[config.mk]
export PLATFORM = sky130hd
export DESIGN_NAME = string_escape_encoder_top
export DESIGN_NICKNAME = d
export VERILOG_FILES = /design/src/rtl/str_esc_pkg.sv /design/src/rtl/str_esc_fmt.sv /design/src/rtl/string_escape_encoder_top.sv
export SDC_FILE = /design/constraint.sdc
export NUM_CORES = 1
export LEC_CHECK = 0
export BUFFER_PORTS_ARGS = -buffer_cell sky130_fd_sc_hd__buf_2
export CAP_MARGIN = 40
export CORE_MARGIN = 2
export CORE_UTILIZATION = 52
export CTS_BUF_LIST = sky130_fd_sc_hd__clkbuf_16
export CTS_CLUSTER_DIAMETER = 40
export DETAILED_ROUTE_END_ITERATION = 10
export PLACE_DENSITY = 0.79
export SKIP_LAST_GASP = 1
export SYNTH_ARGS = -nofsm -noshare
export SYNTH_HDL_FRONTEND = slang
export SYNTH_HIERARCHICAL = 1
export SYNTH_SLANG_ARGS = --single-unit
[constraint.sdc]
create_clock -name clk -period 3.8 [get_ports clk]
set_input_delay 0.76 -clock clk [delete_from_list [all_inputs] [get_ports clk]]
set_output_delay 0.76 -clock clk [all_outputs]
set_load 0.1 [all_outputs]
[src/rtl/str_esc_pkg.sv]
package str_esc_pkg;

  localparam int CODE_W = 16;
  localparam int CHAR_W = 7;
  localparam int NIB_W  = 4;
  localparam int IDX_W  = 3;

  localparam logic [CODE_W-1:0] CODE_BSLASH = 16'h005C;
  localparam logic [CODE_W-1:0] CODE_LF     = 16'h000A;
  localparam logic [CODE_W-1:0] CODE_CR     = 16'h000D;
  localparam logic [CODE_W-1:0] CODE_QUOTE  = 16'h0022;
  localparam logic [CODE_W-1:0] CODE_SPACE  = 16'h0020;
  localparam logic [CODE_W-1:0] CODE_TILDE  = 16'h007E;

  localparam logic [CHAR_W-1:0] CH_BSLASH = 7'h5C;
  localparam logic [CHAR_W-1:0] CH_QUOTE  = 7'h22;
  localparam logic [CHAR_W-1:0] CH_N      = 7'h6E;
  localparam logic [CHAR_W-1:0] CH_R      = 7'h72;
  localparam logic [CHAR_W-1:0] CH_U      = 7'h75;
  localparam logic [CHAR_W-1:0] CH_ZERO   = 7'h30;
  localparam logic [CHAR_W-1:0] CH_A      = 7'h61;

  // position of a character within the escaped run
  localparam logic [IDX_W-1:0] IDX_LEAD   = 3'd0;
  localparam logic [IDX_W-1:0] IDX_SECOND = 3'd1;
  localparam logic [IDX_W-1:0] IDX_HEX3   = 3'd2;
  localparam logic [IDX_W-1:0] IDX_HEX2   = 3'd3;
  localparam logic [IDX_W-1:0] IDX_HEX1   = 3'd4;
  localparam logic [IDX_W-1:0] IDX_HEX0   = 3'd5;

  typedef struct packed {
    logic [CHAR_W-1:0] ch;
    logic              last;
  } fmt_out_t;

  function automatic logic [CHAR_W-1:0] hex_char(input logic [NIB_W-1:0] nib);
    logic [CHAR_W-1:0] ch;
    if (nib < 4'd10) begin
      ch = CH_ZERO + CHAR_W'(nib);
    end else begin
      ch = CH_A + CHAR_W'(nib - 4'd10);
    end
    return ch;
  endfunction

endpackage

[src/rtl/str_esc_fmt.sv]
module str_esc_fmt (
  input  logic [str_esc_pkg::CODE_W-1:0] code,
  input  logic [str_esc_pkg::IDX_W-1:0]  idx,
  output str_esc_pkg::fmt_out_t          fmt
);

  logic                             is_plain;
  logic                             is_short;
  logic [str_esc_pkg::CHAR_W-1:0]   short_ch;

  always_comb begin
    is_plain = (code >= str_esc_pkg::CODE_SPACE) && (code <= str_esc_pkg::CODE_TILDE)
               && (code != str_esc_pkg::CODE_BSLASH) && (code != str_esc_pkg::CODE_QUOTE);
    is_short = 1'b1;
    short_ch = str_esc_pkg::CH_BSLASH;
    priority if (code == str_esc_pkg::CODE_BSLASH) begin
      short_ch = str_esc_pkg::CH_BSLASH;
    end else if (code == str_esc_pkg::CODE_LF) begin
      short_ch = str_esc_pkg::CH_N;
    end else if (code == str_esc_pkg::CODE_CR) begin
      short_ch = str_esc_pkg::CH_R;
    end else if (code == str_esc_pkg::CODE_QUOTE) begin
      short_ch = str_esc_pkg::CH_QUOTE;
    end else begin
      is_short = 1'b0;
    end
  end

  always_comb begin
    fmt.ch   = str_esc_pkg::CH_BSLASH;
    fmt.last = 1'b0;
    unique case (idx)
      str_esc_pkg::IDX_LEAD: begin
        if (is_plain) begin
          fmt.ch   = code[str_esc_pkg::CHAR_W-1:0];
          fmt.last = 1'b1;
        end
      end
      str_esc_pkg::IDX_SECOND: begin
        if (is_short) begin
          fmt.ch   = short_ch;
          fmt.last = 1'b1;
        end else begin
          fmt.ch = str_esc_pkg::CH_U;
        end
      end
      str_esc_pkg::IDX_HEX3: fmt.ch = str_esc_pkg::hex_char(code[15:12]);
      str_esc_pkg::IDX_HEX2: fmt.ch = str_esc_pkg::hex_char(code[11:8]);
      str_esc_pkg::IDX_HEX1: fmt.ch = str_esc_pkg::hex_char(code[7:4]);
      str_esc_pkg::IDX_HEX0: begin
        fmt.ch   = str_esc_pkg::hex_char(code[3:0]);
        fmt.last = 1'b1;
      end
      default: begin
        fmt.ch   = str_esc_pkg::CH_BSLASH;
        fmt.last = 1'b1;
      end
    endcase
  end

endmodule

[src/rtl/string_escape_encoder_top.sv]
// string escape encoder
// input channel: in_valid / in_stall carry one 16-bit character code per beat
// on in_char. output channel: out_valid / out_stall carry one 7-bit ascii
// character per beat on out_char, with out_last high on the final character
// of the escaped run for that input.
// runs are 1 character (printable ascii), 2 (backslash, lf, cr, quote) or
// 6 (backslash, u and four lowercase hex digits) beats long.
// latency: the first character of a code passes the input register and then the
// output register before it is offered on out_char.
// throughput: one output beat per cycle while out_stall is low, so plain text
// runs at one code per cycle. the input register holds the code being expanded
// and the output register holds the character on offer, so a new code is taken
// in the same cycle the previous run's last character moves to the output.
// reset (rst_n low, synchronous) empties both registers; no other state.
// while out_stall is high the offered character holds, and once the input
// register has work left in_stall is raised as well.
module string_escape_encoder_top (
  input  logic                            clk,
  input  logic                            rst_n,
  input  logic                            in_valid,
  output logic                            in_stall,
  input  logic [str_esc_pkg::CODE_W-1:0]  in_char,
  output logic                            out_valid,
  input  logic                            out_stall,
  output logic [str_esc_pkg::CHAR_W-1:0]  out_char,
  output logic                            out_last
);

  logic                            cur_valid_r, cur_valid_nxt;
  logic [str_esc_pkg::IDX_W-1:0]   cur_idx_r, cur_idx_nxt;
  logic [str_esc_pkg::CODE_W-1:0]  cur_code_r;
  logic                            out_valid_r, out_valid_nxt;
  logic [str_esc_pkg::CHAR_W-1:0]  out_char_r;
  logic                            out_last_r;

  str_esc_pkg::fmt_out_t           fmt;
  logic                            out_load;
  logic                            adv;
  logic                            done;
  logic                            accept;

  str_esc_fmt u_fmt (
    .code (cur_code_r),
    .idx  (cur_idx_r),
    .fmt  (fmt)
  );

  assign out_load = !out_valid_r || !out_stall;
  assign adv      = cur_valid_r && out_load;
  assign done     = adv && fmt.last;
  assign in_stall = cur_valid_r && !done;
  assign accept   = in_valid && !in_stall;

  always_comb begin
    cur_valid_nxt = cur_valid_r;
    cur_idx_nxt   = cur_idx_r;
    if (accept) begin
      cur_valid_nxt = 1'b1;
      cur_idx_nxt   = str_esc_pkg::IDX_LEAD;
    end else if (done) begin
      cur_valid_nxt = 1'b0;
    end else if (adv) begin
      cur_idx_nxt = cur_idx_r + str_esc_pkg::IDX_W'(1);
    end
    out_valid_nxt = out_load ? cur_valid_r : out_valid_r;
  end

  always_ff @(posedge clk) begin
    if (!rst_n) begin
      cur_valid_r <= 1'b0;
      cur_idx_r   <= str_esc_pkg::IDX_LEAD;
      out_valid_r <= 1'b0;
    end else begin
      cur_valid_r <= cur_valid_nxt;
      cur_idx_r   <= cur_idx_nxt;
      out_valid_r <= out_valid_nxt;
    end
  end

  always_ff @(posedge clk) begin
    if (accept) begin
      cur_code_r <= in_char;
    end
    if (adv) begin
      out_char_r <= fmt.ch;
      out_last_r <= fmt.last;
    end
  end

  assign out_valid = out_valid_r;
  assign out_char  = out_char_r;
  assign out_last  = out_last_r;

  // run position never passes the last hex digit
  a_idx_range: assert property (@(posedge clk) disable iff (!rst_n)
    cur_valid_r |-> cur_idx_r <= str_esc_pkg::IDX_HEX0)
    else $error("run index out of range");

  // an accepted beat starts a fresh run
  a_accept_start: assert property (@(posedge clk) disable iff (!rst_n)
    accept |=> cur_valid_r && cur_idx_r == str_esc_pkg::IDX_LEAD)
    else $error("accepted code did not start a run");

  // a non-final character keeps the run and steps the index
  a_step: assert property (@(posedge clk) disable iff (!rst_n)
    adv && !fmt.last |=> cur_valid_r
                         && cur_idx_r == $past(cur_idx_r) + str_esc_pkg::IDX_W'(1))
    else $error("run did not advance");

  // input is never taken while a run still has characters left
  a_no_overrun: assert property (@(posedge clk) disable iff (!rst_n)
    cur_valid_r && !done |-> !accept)
    else $error("input taken mid run");

endmodule
* Word level (Yosys, flattened, before mapping)
Index checks and enable logic that the tools add are counted.
** Word-level totals
- Flip-flop bits (word level) :: 29
- Word-level logic and storage cells :: 74
- Output and inout bits :: 10
- Input bits :: 20
** Cells by class
- Equality and inequality tests :: 11
- Muxes and demuxes :: 19
- Add/subtract/negate cells :: 13
- Magnitude comparators :: 6
- Reduce and logical (&&, ||, !) cells :: 17
- Bitwise gates (word level) :: 2
** Operators with widths (count)
- $mux W7 :: 9
- $pmux W7 S6 :: 1
- $eq A16 B4 Y1 const B :: 2
- $add A6 B4 Y7 const A :: 4
- $add A7 B7 Y7 const A :: 4
- $sub A4 B4 Y5 const B :: 4
- $eq A16 B6 Y1 const B :: 1
- $eq A16 B7 Y1 const B :: 1
- $ge A16 B6 Y1 const B :: 1
- $le A16 B7 Y1 const B :: 1
- $lt A4 B4 Y1 const B :: 4
- $ne A16 B6 Y1 const B :: 1
- $ne A16 B7 Y1 const B :: 1
- $mux W8 :: 1
- $logic_and A1 B1 Y1 :: 7
- $mux W1 :: 7
- $eq A3 B2 Y1 const B :: 2
- $eq A3 B3 Y1 const B :: 2
- $logic_not A1 Y1 :: 4
- $add A3 B1 Y3 const B :: 1
- $eq A3 B1 Y1 const B :: 1
- $logic_not A3 Y1 :: 1
- $pmux W1 S3 :: 1
- $reduce_or A3 Y1 :: 1
- other kinds (5) :: 6

* Longest topological paths before layout
Gate-level depths: netlist of the first run.
- Depth in word-level cells :: 13
- Gate-level depth with buffers :: 10
- Depth with buffers taken out :: 10

* Cells and area by module
Netlist of the first run, hierarchy kept.
** By module, submodules not included
- str_esc_fmt :: cells an instance 189, area each 1332.5 um^2, instances 1, sequential area each 0.0 um^2
- string_escape_encoder_top :: cells an instance 49, area each 968.4 um^2, instances 1, sequential area each 820.8 um^2

* Worst setup path before layout of the first run
Ideal clock, no wire load.
- Path kind :: flip-flop to flip-flop
- From :: register cur_code_r[8] (netlist bit)
- To :: register cur_code_r[0] (netlist bit), enable pin
- Clock period less this slack :: 3.949 ns
- Stages on the path, launching flop included :: 10
- Required time :: 3.376 ns
- Arrival time :: 3.525 ns
- Setup time :: 0.424 ns
- Path slack :: -0.149 ns
- Path buffers :: 0
- Path through :: edfxtp_1 -> inv_1 -> ha_1 -> and4bb_2 -> nand2_1 -> o32a_1 -> o31ai_1 -> o21a_1 -> a21bo_2 -> a21boi_0
** RTL lines
- start, declared :: RTL line string_escape_encoder_top.sv:31 : logic [str_esc_pkg::CODE_W-1:0] cur_code_r;
- start signal, assigned :: RTL line string_escape_encoder_top.sv:82 : cur_code_r <= in_char;

==> summary.md, run 1 <==
| Metric | Value |
|---|---|
| Status | `completed` |
| Slew Limit Fails | `0` |
| Die W | `about 71 um` |
| Crit Path Max Fanout | `7` |
| PwrDens | `383 nW/um^2` |
| # fillers | `about 330` |
| Worst skew pair latency | `0.27 ns` |
| Synth area leaders | `edfxtp_1 (31%), ha_1 (14%), dfxtp_1 (4.4%)` |
| DR iter-0 viols | `216` |
| Commonest non-fill, non-tap cells in the layout | `buf_2 (28), ha_1 (26), edfxtp_1 (24)` |
| Share of layout cells above drive strength 1 | `between 10% and 20%` |
| Routed WL | `5740 um` |
| Multi-input gate area | `1370 um^2` |
| Crit path arrival time | `about 2.9 ns` |
| Yosys cell types | `57` |
| Largest net degree at the start of global routing | `20` |
| # DRC | `0` |
| Worst-path cell chain | `inv_1 -> ha_1 -> and4bb_2 -> nand2_1 -> o32a_1 -> o31ai_1 -> o21a_2 -> a21bo_2 -> and2_2 -> buf_12` |
| Total I/O pin count | `30` |
| Syn Inst Count | `238` |
| WL/cell | `roughly 18 um` |
| Slowest Stage Delay on Critical Path | `about 0.48 ns` |
| Min Tclk post-route | `around 3.7 ns` |
| Worst setup EP type | `output pin` |
| Antenna violations before repair | `0` |
| Detail Route Antenna Nets | `0` |
| Synthesized Nets | `roughly 280` |
| VDD IR max | `365 uV` |
| Area leader, netlist | `edfxtp_1` |
| Vias per inst | `6.29` |
| Yosys top cell area share | `31.3%` |
| Leakage | `1.08 nW` |
| Worst Tran Pin Value | `between 0.5 and 0.6 ns` |
| Most common cell after layout, fill and taps aside | `buf_2` |
| Fin crit share | `a little over nine tenths` |
| Max Cap Viol | `0` |
| Final setup fails | `0` |
| Setup CP Type | `flip-flop to output pin` |
| Worst path top cell family by delay | `compound AO/OA/AOI/OAI gates` |
| Hold-fix buffers, CTS | `0` |
| H-tree levels | `2` |
| EDFF count, synth | `24` |
| Cell Rows | `24` |
| RSZ-0062 raised after global routing | `no` |
| Sum Neg Setup Slack | `0 ns` |
| Worst Hold Class | `flip-flop to flip-flop` |
| Chip height | `just over 70 um` |
| Initial core utilization | `approximately 54%` |
| Via count | `2052` |
| Avg Inst Size Synth | `approximately 9.7 um^2` |
| Flops & latches, synth | `29` |
| Clock Tree Root | `clkbuf_16` |
| Vias in the first global route | `roughly 2000` |
| FMAX | `roughly 270 MHz` |
| Cts bufs inserted | `5` |
| Most used DFF post-synth | `edfxtp_1` |
| First-pass GRT wire length | `slightly above 9000 um` |
| CTS tree | `done` |
| Core ar. | `roughly 4300 um^2` |
| Port buffer count | `29` |
| Clk_skew | `between 0.004 and 0.005 ns` |
| Clock Pin Slew Worst Setup and Hold Paths | `0.05 ns` |
| Total grt overflow | `0` |
| WP data required | `around 3 ns` |
| Endpoints failing hold | `0` |
| Buf/Inv on CP | `2` |
| CTS sink count | `29` |
| FF+latch area | `a little over 800 um^2` |
| Post-Synthesis Cell Area | `2300 um^2` |
| # nets final | `around 320` |
| Global Route Usage Sum | `24.2%` |
| Die Area | `4970 um^2` |
| Async set-reset flop share out of synthesis | `0%` |
| Layout area overhead | `17.7%` |
| CTS Buffer Depth | `2` |
| Slew headroom | `60.8%` |
| GP Congestion | `about 1.0` |
| Yosys warning count | `6` |
| DPL Wire Length | `4130 um` |
| Slowest CP cell | `edfxtp_1` |
| Post-synthesis sequential area ratio | `between 30% and 40%` |
| N_diodes | `0` |
| Post-layout util | `about 63%` |
| DRT Pass-1 Iters | `5` |
| Critical Path Start Type | `flip-flop` |
[worst reg2reg max path, stage by stage, from the launching register on]
cell and delay (ns):
edfxtp_1 0.52, inv_1 0.15, ha_1 0.17, or4b_1 0.46
nand3b_4 0.20, a31oi_4 0.27, o31ai_1 0.11, o21a_2 0.18
buf_4 0.14, or4_1 0.53, a211oi_2 0.21
[stage by stage]
step | instance area [um^2] | setup slack (ns) | hold WS [ns] | total power, W | cells
after CTS | 2690 | 0.0206 | 0.523 | 0.00104 | 323
after global routing | 2710 | 0.00814 | 0.561 | 0.00107 | 326
after global placement | 2520 | 0.419 | 0.498 | 0.000598 | 315
after floorplan | 2300 | 0.351 | 0.473 | 0.000544 | 238
final | 2710 | 0.145 | 0.519 | 0.00104 | 326
after detailed placement | 2520 | 0.316 | 0.511 | 0.000600 | 315
[power by group]
group	total [W]	internal [W]	switching, W
combinational	0.000214	0.0000746	0.000139
clock	0.000434	0.000303	0.000131
sequential	0.000389	0.000368	0.0000216
[kinds of logic (layout without fill, tap and decap cells)]
| group | after synthesis | in the layout | synth area share, % |
|---|---|---|---|
| XOR/XNOR | 16 | 16 | 6.09 |
| buffers and inverters | 29 | 65 | 4.73 |
| adder cells (fa/ha/maj) | 26 | 26 | 14.1 |
| AND/OR/NAND/NOR | 69 | 69 | 17.2 |
| AO/OA/AOI/OAI | 66 | 66 | 20.8 |
| multiplexers | 3 | 3 | 1.31 |
| flip-flops | 29 | 29 | 35.7 |
[Yosys cell counts (2+ instances only)]
library cell,count
a31oi_1,2
o21ai_0,18
a211oi_1,9
o22ai_1,2
mux2i_1,3
edfxtp_1,24
nand3_1,8
or3_1,4
nand2_1,11
a21oi_1,7
xor2_1,7
nand3b_1,6
inv_1,21
dfxtp_1,5
xnor2_1,9
clkbuf_1,6
nor3_1,7
nor2_1,14
o31ai_1,5
nand4_1,4
a2111oi_0,2
ha_1,26
a31o_1,2
o21a_1,3
[what timing repair did]
item | 4_1_cts | 5_1_grt
hold endpoints to repair | 0 | 0
setup endpoints to repair | 0 | 1
setup buffers | 0 | 3
resized for setup | 0 | 1
[routing by layer]
metal / wire length (um) / track usage [%] / vias up
met5: 0 / 0 / -
met4: 112 / 9.19 / 0
met3: 469 / 4.76 / 14
met2: 2750 / 39.9 / 124
met1: 2410 / 31.3 / 946
li1: - / - / 968
[state kept, by name, indices dropped and copies added, names as in the netlist]
register / count
out_last: 1
out_char: 7
out_valid: 1
cur_code_r: 16
cur_idx_r: 3
cur_valid_r: 1
[path summary, 6_finish.rpt]
check / startpoint / endpoint / slack [ns] / depth (start not counted)
worst max-delay path: cur_code_r[12]$_DFFE_PP_ / in_stall / 0.15 / 10
worst min-delay path: cur_valid_r$_SDFFE_PN0P_ / out_valid$_SDFFE_PN0N_ / 0.52 / 2
worst max register to register: cur_code_r[0]$_DFFE_PP_ / cur_idx_r[2]$_SDFFE_PP0P_ / 0.78 / 10
worst min register to register: cur_valid_r$_SDFFE_PN0P_ / out_valid$_SDFFE_PN0N_ / 0.52 / 2
[final cells by class]
class,instances,area share (%)
clock inverter,3,1.39
sequential,29,30.3
inverter,22,3.05
tap,52,2.40
multi-input combinational,180,50.7
timing repair buffer,35,7.58
clock buffer,5,4.62
No activity file was read; power rests on OpenSTA's default activity.
==> run 2: changes to the inputs <==
--- a/config.mk
+++ b/config.mk
@@ -5,14 +5,16 @@
 export SDC_FILE = /design/constraint.sdc
 export NUM_CORES = 1
 export LEC_CHECK = 0
-export BUFFER_PORTS_ARGS = -buffer_cell sky130_fd_sc_hd__buf_2
+export ABC_AREA = 1
+export ABC_CLOCK_PERIOD_IN_PS = 3800
+export BUFFER_PORTS_ARGS = -buffer_cell sky130_fd_sc_hd__buf_4
 export CAP_MARGIN = 40
 export CORE_MARGIN = 2
 export CORE_UTILIZATION = 52
 export CTS_BUF_LIST = sky130_fd_sc_hd__clkbuf_16
 export CTS_CLUSTER_DIAMETER = 40
 export DETAILED_ROUTE_END_ITERATION = 10
-export PLACE_DENSITY = 0.79
+export PLACE_DENSITY = 0.78
 export SKIP_LAST_GASP = 1
 export SYNTH_ARGS = -nofsm -noshare
 export SYNTH_HDL_FRONTEND = slang
==> run 2 against run 1 <==
  * Synthesized area rose by 6.0%
  * Die area rose by 5.7%
  * Sequential power about the same
  * Utilization is 1.6 points higher
  * Final area increased by 6.1%
  * Clock power up 0.9%
  * Clock skew increased by 0.00077 ns
  * Critical path type unchanged
  * Maximum frequency up 11%
  * Count of clock-buffer cells in the layout did not move
  * First-iteration DRC count up 6.5%
  * Worst hold slack better by 0.029 ns
  * Synthesized cell count rose by 34%
==> summary.md, run 2 <==
| Metric | Value |
|---|---|
| Status | `completed (unchanged)` |
| Clock Pin Slew Worst Setup and Hold Paths | `0.05 ns (about the same)` |
| Final setup fails | `0 (unchanged)` |
| Vias in the first global route | `2079 (was 1973)` |
| GR Layer Usage met1 | `32.1% (was 31.3%)` |
| CTS sink count | `29 (unchanged)` |
| Post-synthesis sequential area ratio | `33.6% (was 35.7%)` |
| Antenna violations before repair | `0 (unchanged)` |
| H-tree levels | `2 (unchanged)` |
| Area leader, netlist | `edfxtp_1 (unchanged)` |
| N_diodes | `0 (unchanged)` |
| Vias per inst | `5.45 (was 6.29)` |
| First-pass GRT wire length | `9460 um (was 9350 um)` |
| Slowest CP cell | `edfxtp_1 (unchanged)` |
| Endpoints failing hold | `0 (unchanged)` |
| Routed WL | `5740 um (about the same)` |
| Slowest Stage Delay on Critical Path | `0.52 ns (was 0.48 ns)` |
| Flops & latches, synth | `29 (unchanged)` |
| Synthesized Nets | `365 (was 284)` |
| Yosys warning count | `6 (unchanged)` |
| Slew headroom | `45.5% (was 60.8%)` |
| Worst path top cell family by delay | `simple AND/OR/NAND/NOR gates (was compound AO/OA/AOI/OAI gates)` |
| Most frequent cells after synthesis | `nand2_1 (63), inv_1 (46), nor2_1 (39) (was ha_1 (26), edfxtp_1 (24), inv_1 (21))` |
| Most common cell after layout, fill and taps aside | `nand2_1 (was buf_2)` |
| Final setup margin | `0.516 ns (was 0.145 ns)` |
| CP most frequent cell | `nand2_2` |
| WL/cell | `14.2 um (was 17.6 um)` |
| Worst Tran Pin Value | `0.817 ns (was 0.584 ns)` |
| Initial core utilization | `54.9% (was 53.6%)` |
| # DRC | `0 (unchanged)` |
| Worst setup EP type | `output pin (unchanged)` |
| Most used DFF post-synth | `edfxtp_1 (unchanged)` |
| DRT Pass-1 Iters | `5 (unchanged)` |
| Largest net degree at the start of global routing | `17 (was 20)` |
| Syn Inst Count | `319 (was 238)` |
| Yosys top cell area share | `29.5% (was 31.3%)` |
| FMAX | `304 MHz (was 274 MHz)` |
| Final cell count without fillers | `405 (was 326)` |
| Chip height | `72.5 um (was 70.5 um)` |
| Multi-input gate area | `1420 um^2 (was 1370 um^2)` |
| Hold-fix buffers, CTS | `0 (unchanged)` |
| Setup CP Type | `flip-flop to output pin (unchanged)` |
| VDD IR max | `284 uV (was 365 uV)` |
| Min Tclk post-route | `3.28 ns (was 3.65 ns)` |
| Leakage | `1.41 nW (was 1.08 nW)` |
| Avg Inst Size Synth | `7.65 um^2 (was 9.67 um^2)` |
| Synth area leaders | `edfxtp_1 (30%), ha_1 (13%), nand2_1 (9.7%) (was edfxtp_1 (31%), ha_1 (14%), dfxtp_1 (4.4%))` |
| # nets final | `398 (was 319)` |
| PwrDens | `358 nW/um^2 (was 383 nW/um^2)` |
| Worst-path cell chain | `inv_1 -> ha_1 -> nand3_1 -> nor2_1 -> nand2_2 -> nand2_4 -> nor2_8 -> nand2_4 -> o21ai_1 -> nand2_2 -> nand2_2 -> inv_1 -> buf_4 (was inv_1 -> ha_1 -> and4bb_2 -> nand2_1 -> o32a_1 -> o31ai_1 -> o21a_2 -> a21bo_2 -> and2_2 -> buf_12)` |
| RSZ-0062 raised after global routing | `no (unchanged)` |
| DR iter-0 viols | `230 (was 216)` |
| # fillers | `383 (was 334)` |
| Layout area overhead | `17.7% (about the same)` |
| GRT busiest layer | `met2 (unchanged)` |
| Slew Limit Fails | `0 (unchanged)` |
| Fin crit share | `86.4% (was 96.2%)` |
| Yosys cell types | `31 (was 57)` |
| GP Congestion | `0.970 (was 1.02)` |
| Max Cap Viol | `0 (unchanged)` |
| # placed instances | `397 (was 315)` |
| Total grt overflow | `0 (unchanged)` |
| Cts bufs inserted | `5 (unchanged)` |
| Most frequent cell after synthesis | `nand2_1 (was ha_1)` |
| Global Route Usage Sum | `23.8% (was 24.2%)` |
| Max reg flops | `16 (unchanged)` |
| Crit Path Max Fanout | `8 (was 7)` |
| Sum Neg Setup Slack | `0 ns (unchanged)` |
| Worst skew pair latency | `0.28 ns (was 0.27 ns)` |
| Port buffer count | `29 (unchanged)` |
| Total I/O pin count | `30 (unchanged)` |
| Async set-reset flop share out of synthesis | `0% (unchanged)` |
| CTS tree | `done (unchanged)` |
| EDFF count, synth | `24 (unchanged)` |
| Crit path arrival time | `2.52 ns (was 2.89 ns)` |
| Post-Synthesis Cell Area | `2440 um^2 (was 2300 um^2)` |
| Via count | `2206 (was 2052)` |
| Core ar. | `4440 um^2 (was 4290 um^2)` |
| Reg with most FFs | `cur_code_r (unchanged)` |
| DPL Wire Length | `4470 um (was 4130 um)` |
| Commonest non-fill, non-tap cells in the layout | `nand2_1 (63), inv_1 (47), nor2_1 (39) (was buf_2 (28), ha_1 (26), edfxtp_1 (24))` |
| Setup WS pre-CTS | `0.836 ns (was 0.316 ns)` |
| Detail Route Antenna Nets | `0 (unchanged)` |
| Die Area | `5260 um^2 (was 4970 um^2)` |
| Cell Rows | `24 (unchanged)` |
| Clock Tree Root | `clkbuf_16 (unchanged)` |
| Buf/Inv on CP | `3 (was 2)` |
| GR Util met2 | `36.5% (was 39.9%)` |
| PostCTS Resize Cnt | `0 (unchanged)` |
| Critical Path Start Type | `flip-flop (unchanged)` |
| Postcts setup bufs | `0 (unchanged)` |
| CTS Buffer Depth | `2 (unchanged)` |
| Met3 usage | `5.56% (was 4.76%)` |
| Die W | `72.5 um (was 70.5 um)` |
| Worst Hold Class | `flip-flop to flip-flop (unchanged)` |
| Share of layout cells above drive strength 1 | `17.6% (was 19.0%)` |
| FF+latch area | `821 um^2 (unchanged)` |
| Clk_skew | `0.00570 ns (was 0.00493 ns)` |
| WP data required | `3.04 ns (about the same)` |
## run 2: cell type report
type                    count  area share (%)
flip-flops and latches     29            28.6
inverters                  50            6.53
repair buffers             29            7.58
clock inverters             3            1.31
well taps                  52            2.26
clock buffers               5            4.36
multi-input cells         237            49.4
## run 2: worst min-delay path, cell delays in order, from the launching register on
cell	delay [ns]
dfxtp_1	0.36
inv_1	0.09
a21oi_1	0.06
## run 2: per-layer routing
layer	up-vias	part of all wire, %	wire length, um
met5	-	0	0
met2	86	44	2500
li1	1114	-	-
met3	17	7.1	407
met4	0	3.2	186
met1	989	46	2650
## run 2: final timing paths
check | slack, ns | startpoint | end | cells past startpoint
hold / removal | 0.55 | cur_valid_r$_SDFFE_PN0P_ | out_valid$_SDFFE_PN0N_ | 2
hold reg to reg | 0.55 | cur_valid_r$_SDFFE_PN0P_ | out_valid$_SDFFE_PN0N_ | 2
setup reg to reg | 0.96 | cur_code_r[5]$_DFFE_PP_ | cur_code_r[15]$_DFFE_PP_ | 13
setup / recovery | 0.52 | cur_code_r[5]$_DFFE_PP_ | in_stall | 13
## run 2: through the flow
stage	instance area (um^2)	util, %	hold WS, ns	total power [W]
final	2870	64.6	0.548	0.00103
after global routing	2870	64.6	0.581	0.00106
after detailed placement	2710	61.0	0.540	0.000590
after CTS	2870	64.6	0.542	0.00103
after global placement	2710	61.0	0.540	0.000588
after floorplan	2440	-	0.507	0.000536
## run 2: kinds of logic (layout without fill, tap and decap cells)
logic type,count (synthesis),in the layout,share of synthesized area (%)
xor+xnor,7,7,2.51
flops,29,29,33.6
compound gates,36,36,8.31
buf+inv,53,87,8.21
simple gates,168,168,34.0
fa+ha+maj,26,26,13.3
## run 2: power by group
part	switching (W)	internal [W]	total (W)
registers	0.0000231	0.000368	0.000391
clock network	0.000135	0.000303	0.000438
logic	0.000134	0.0000638	0.000198
total	0.000292	0.000735	0.00103
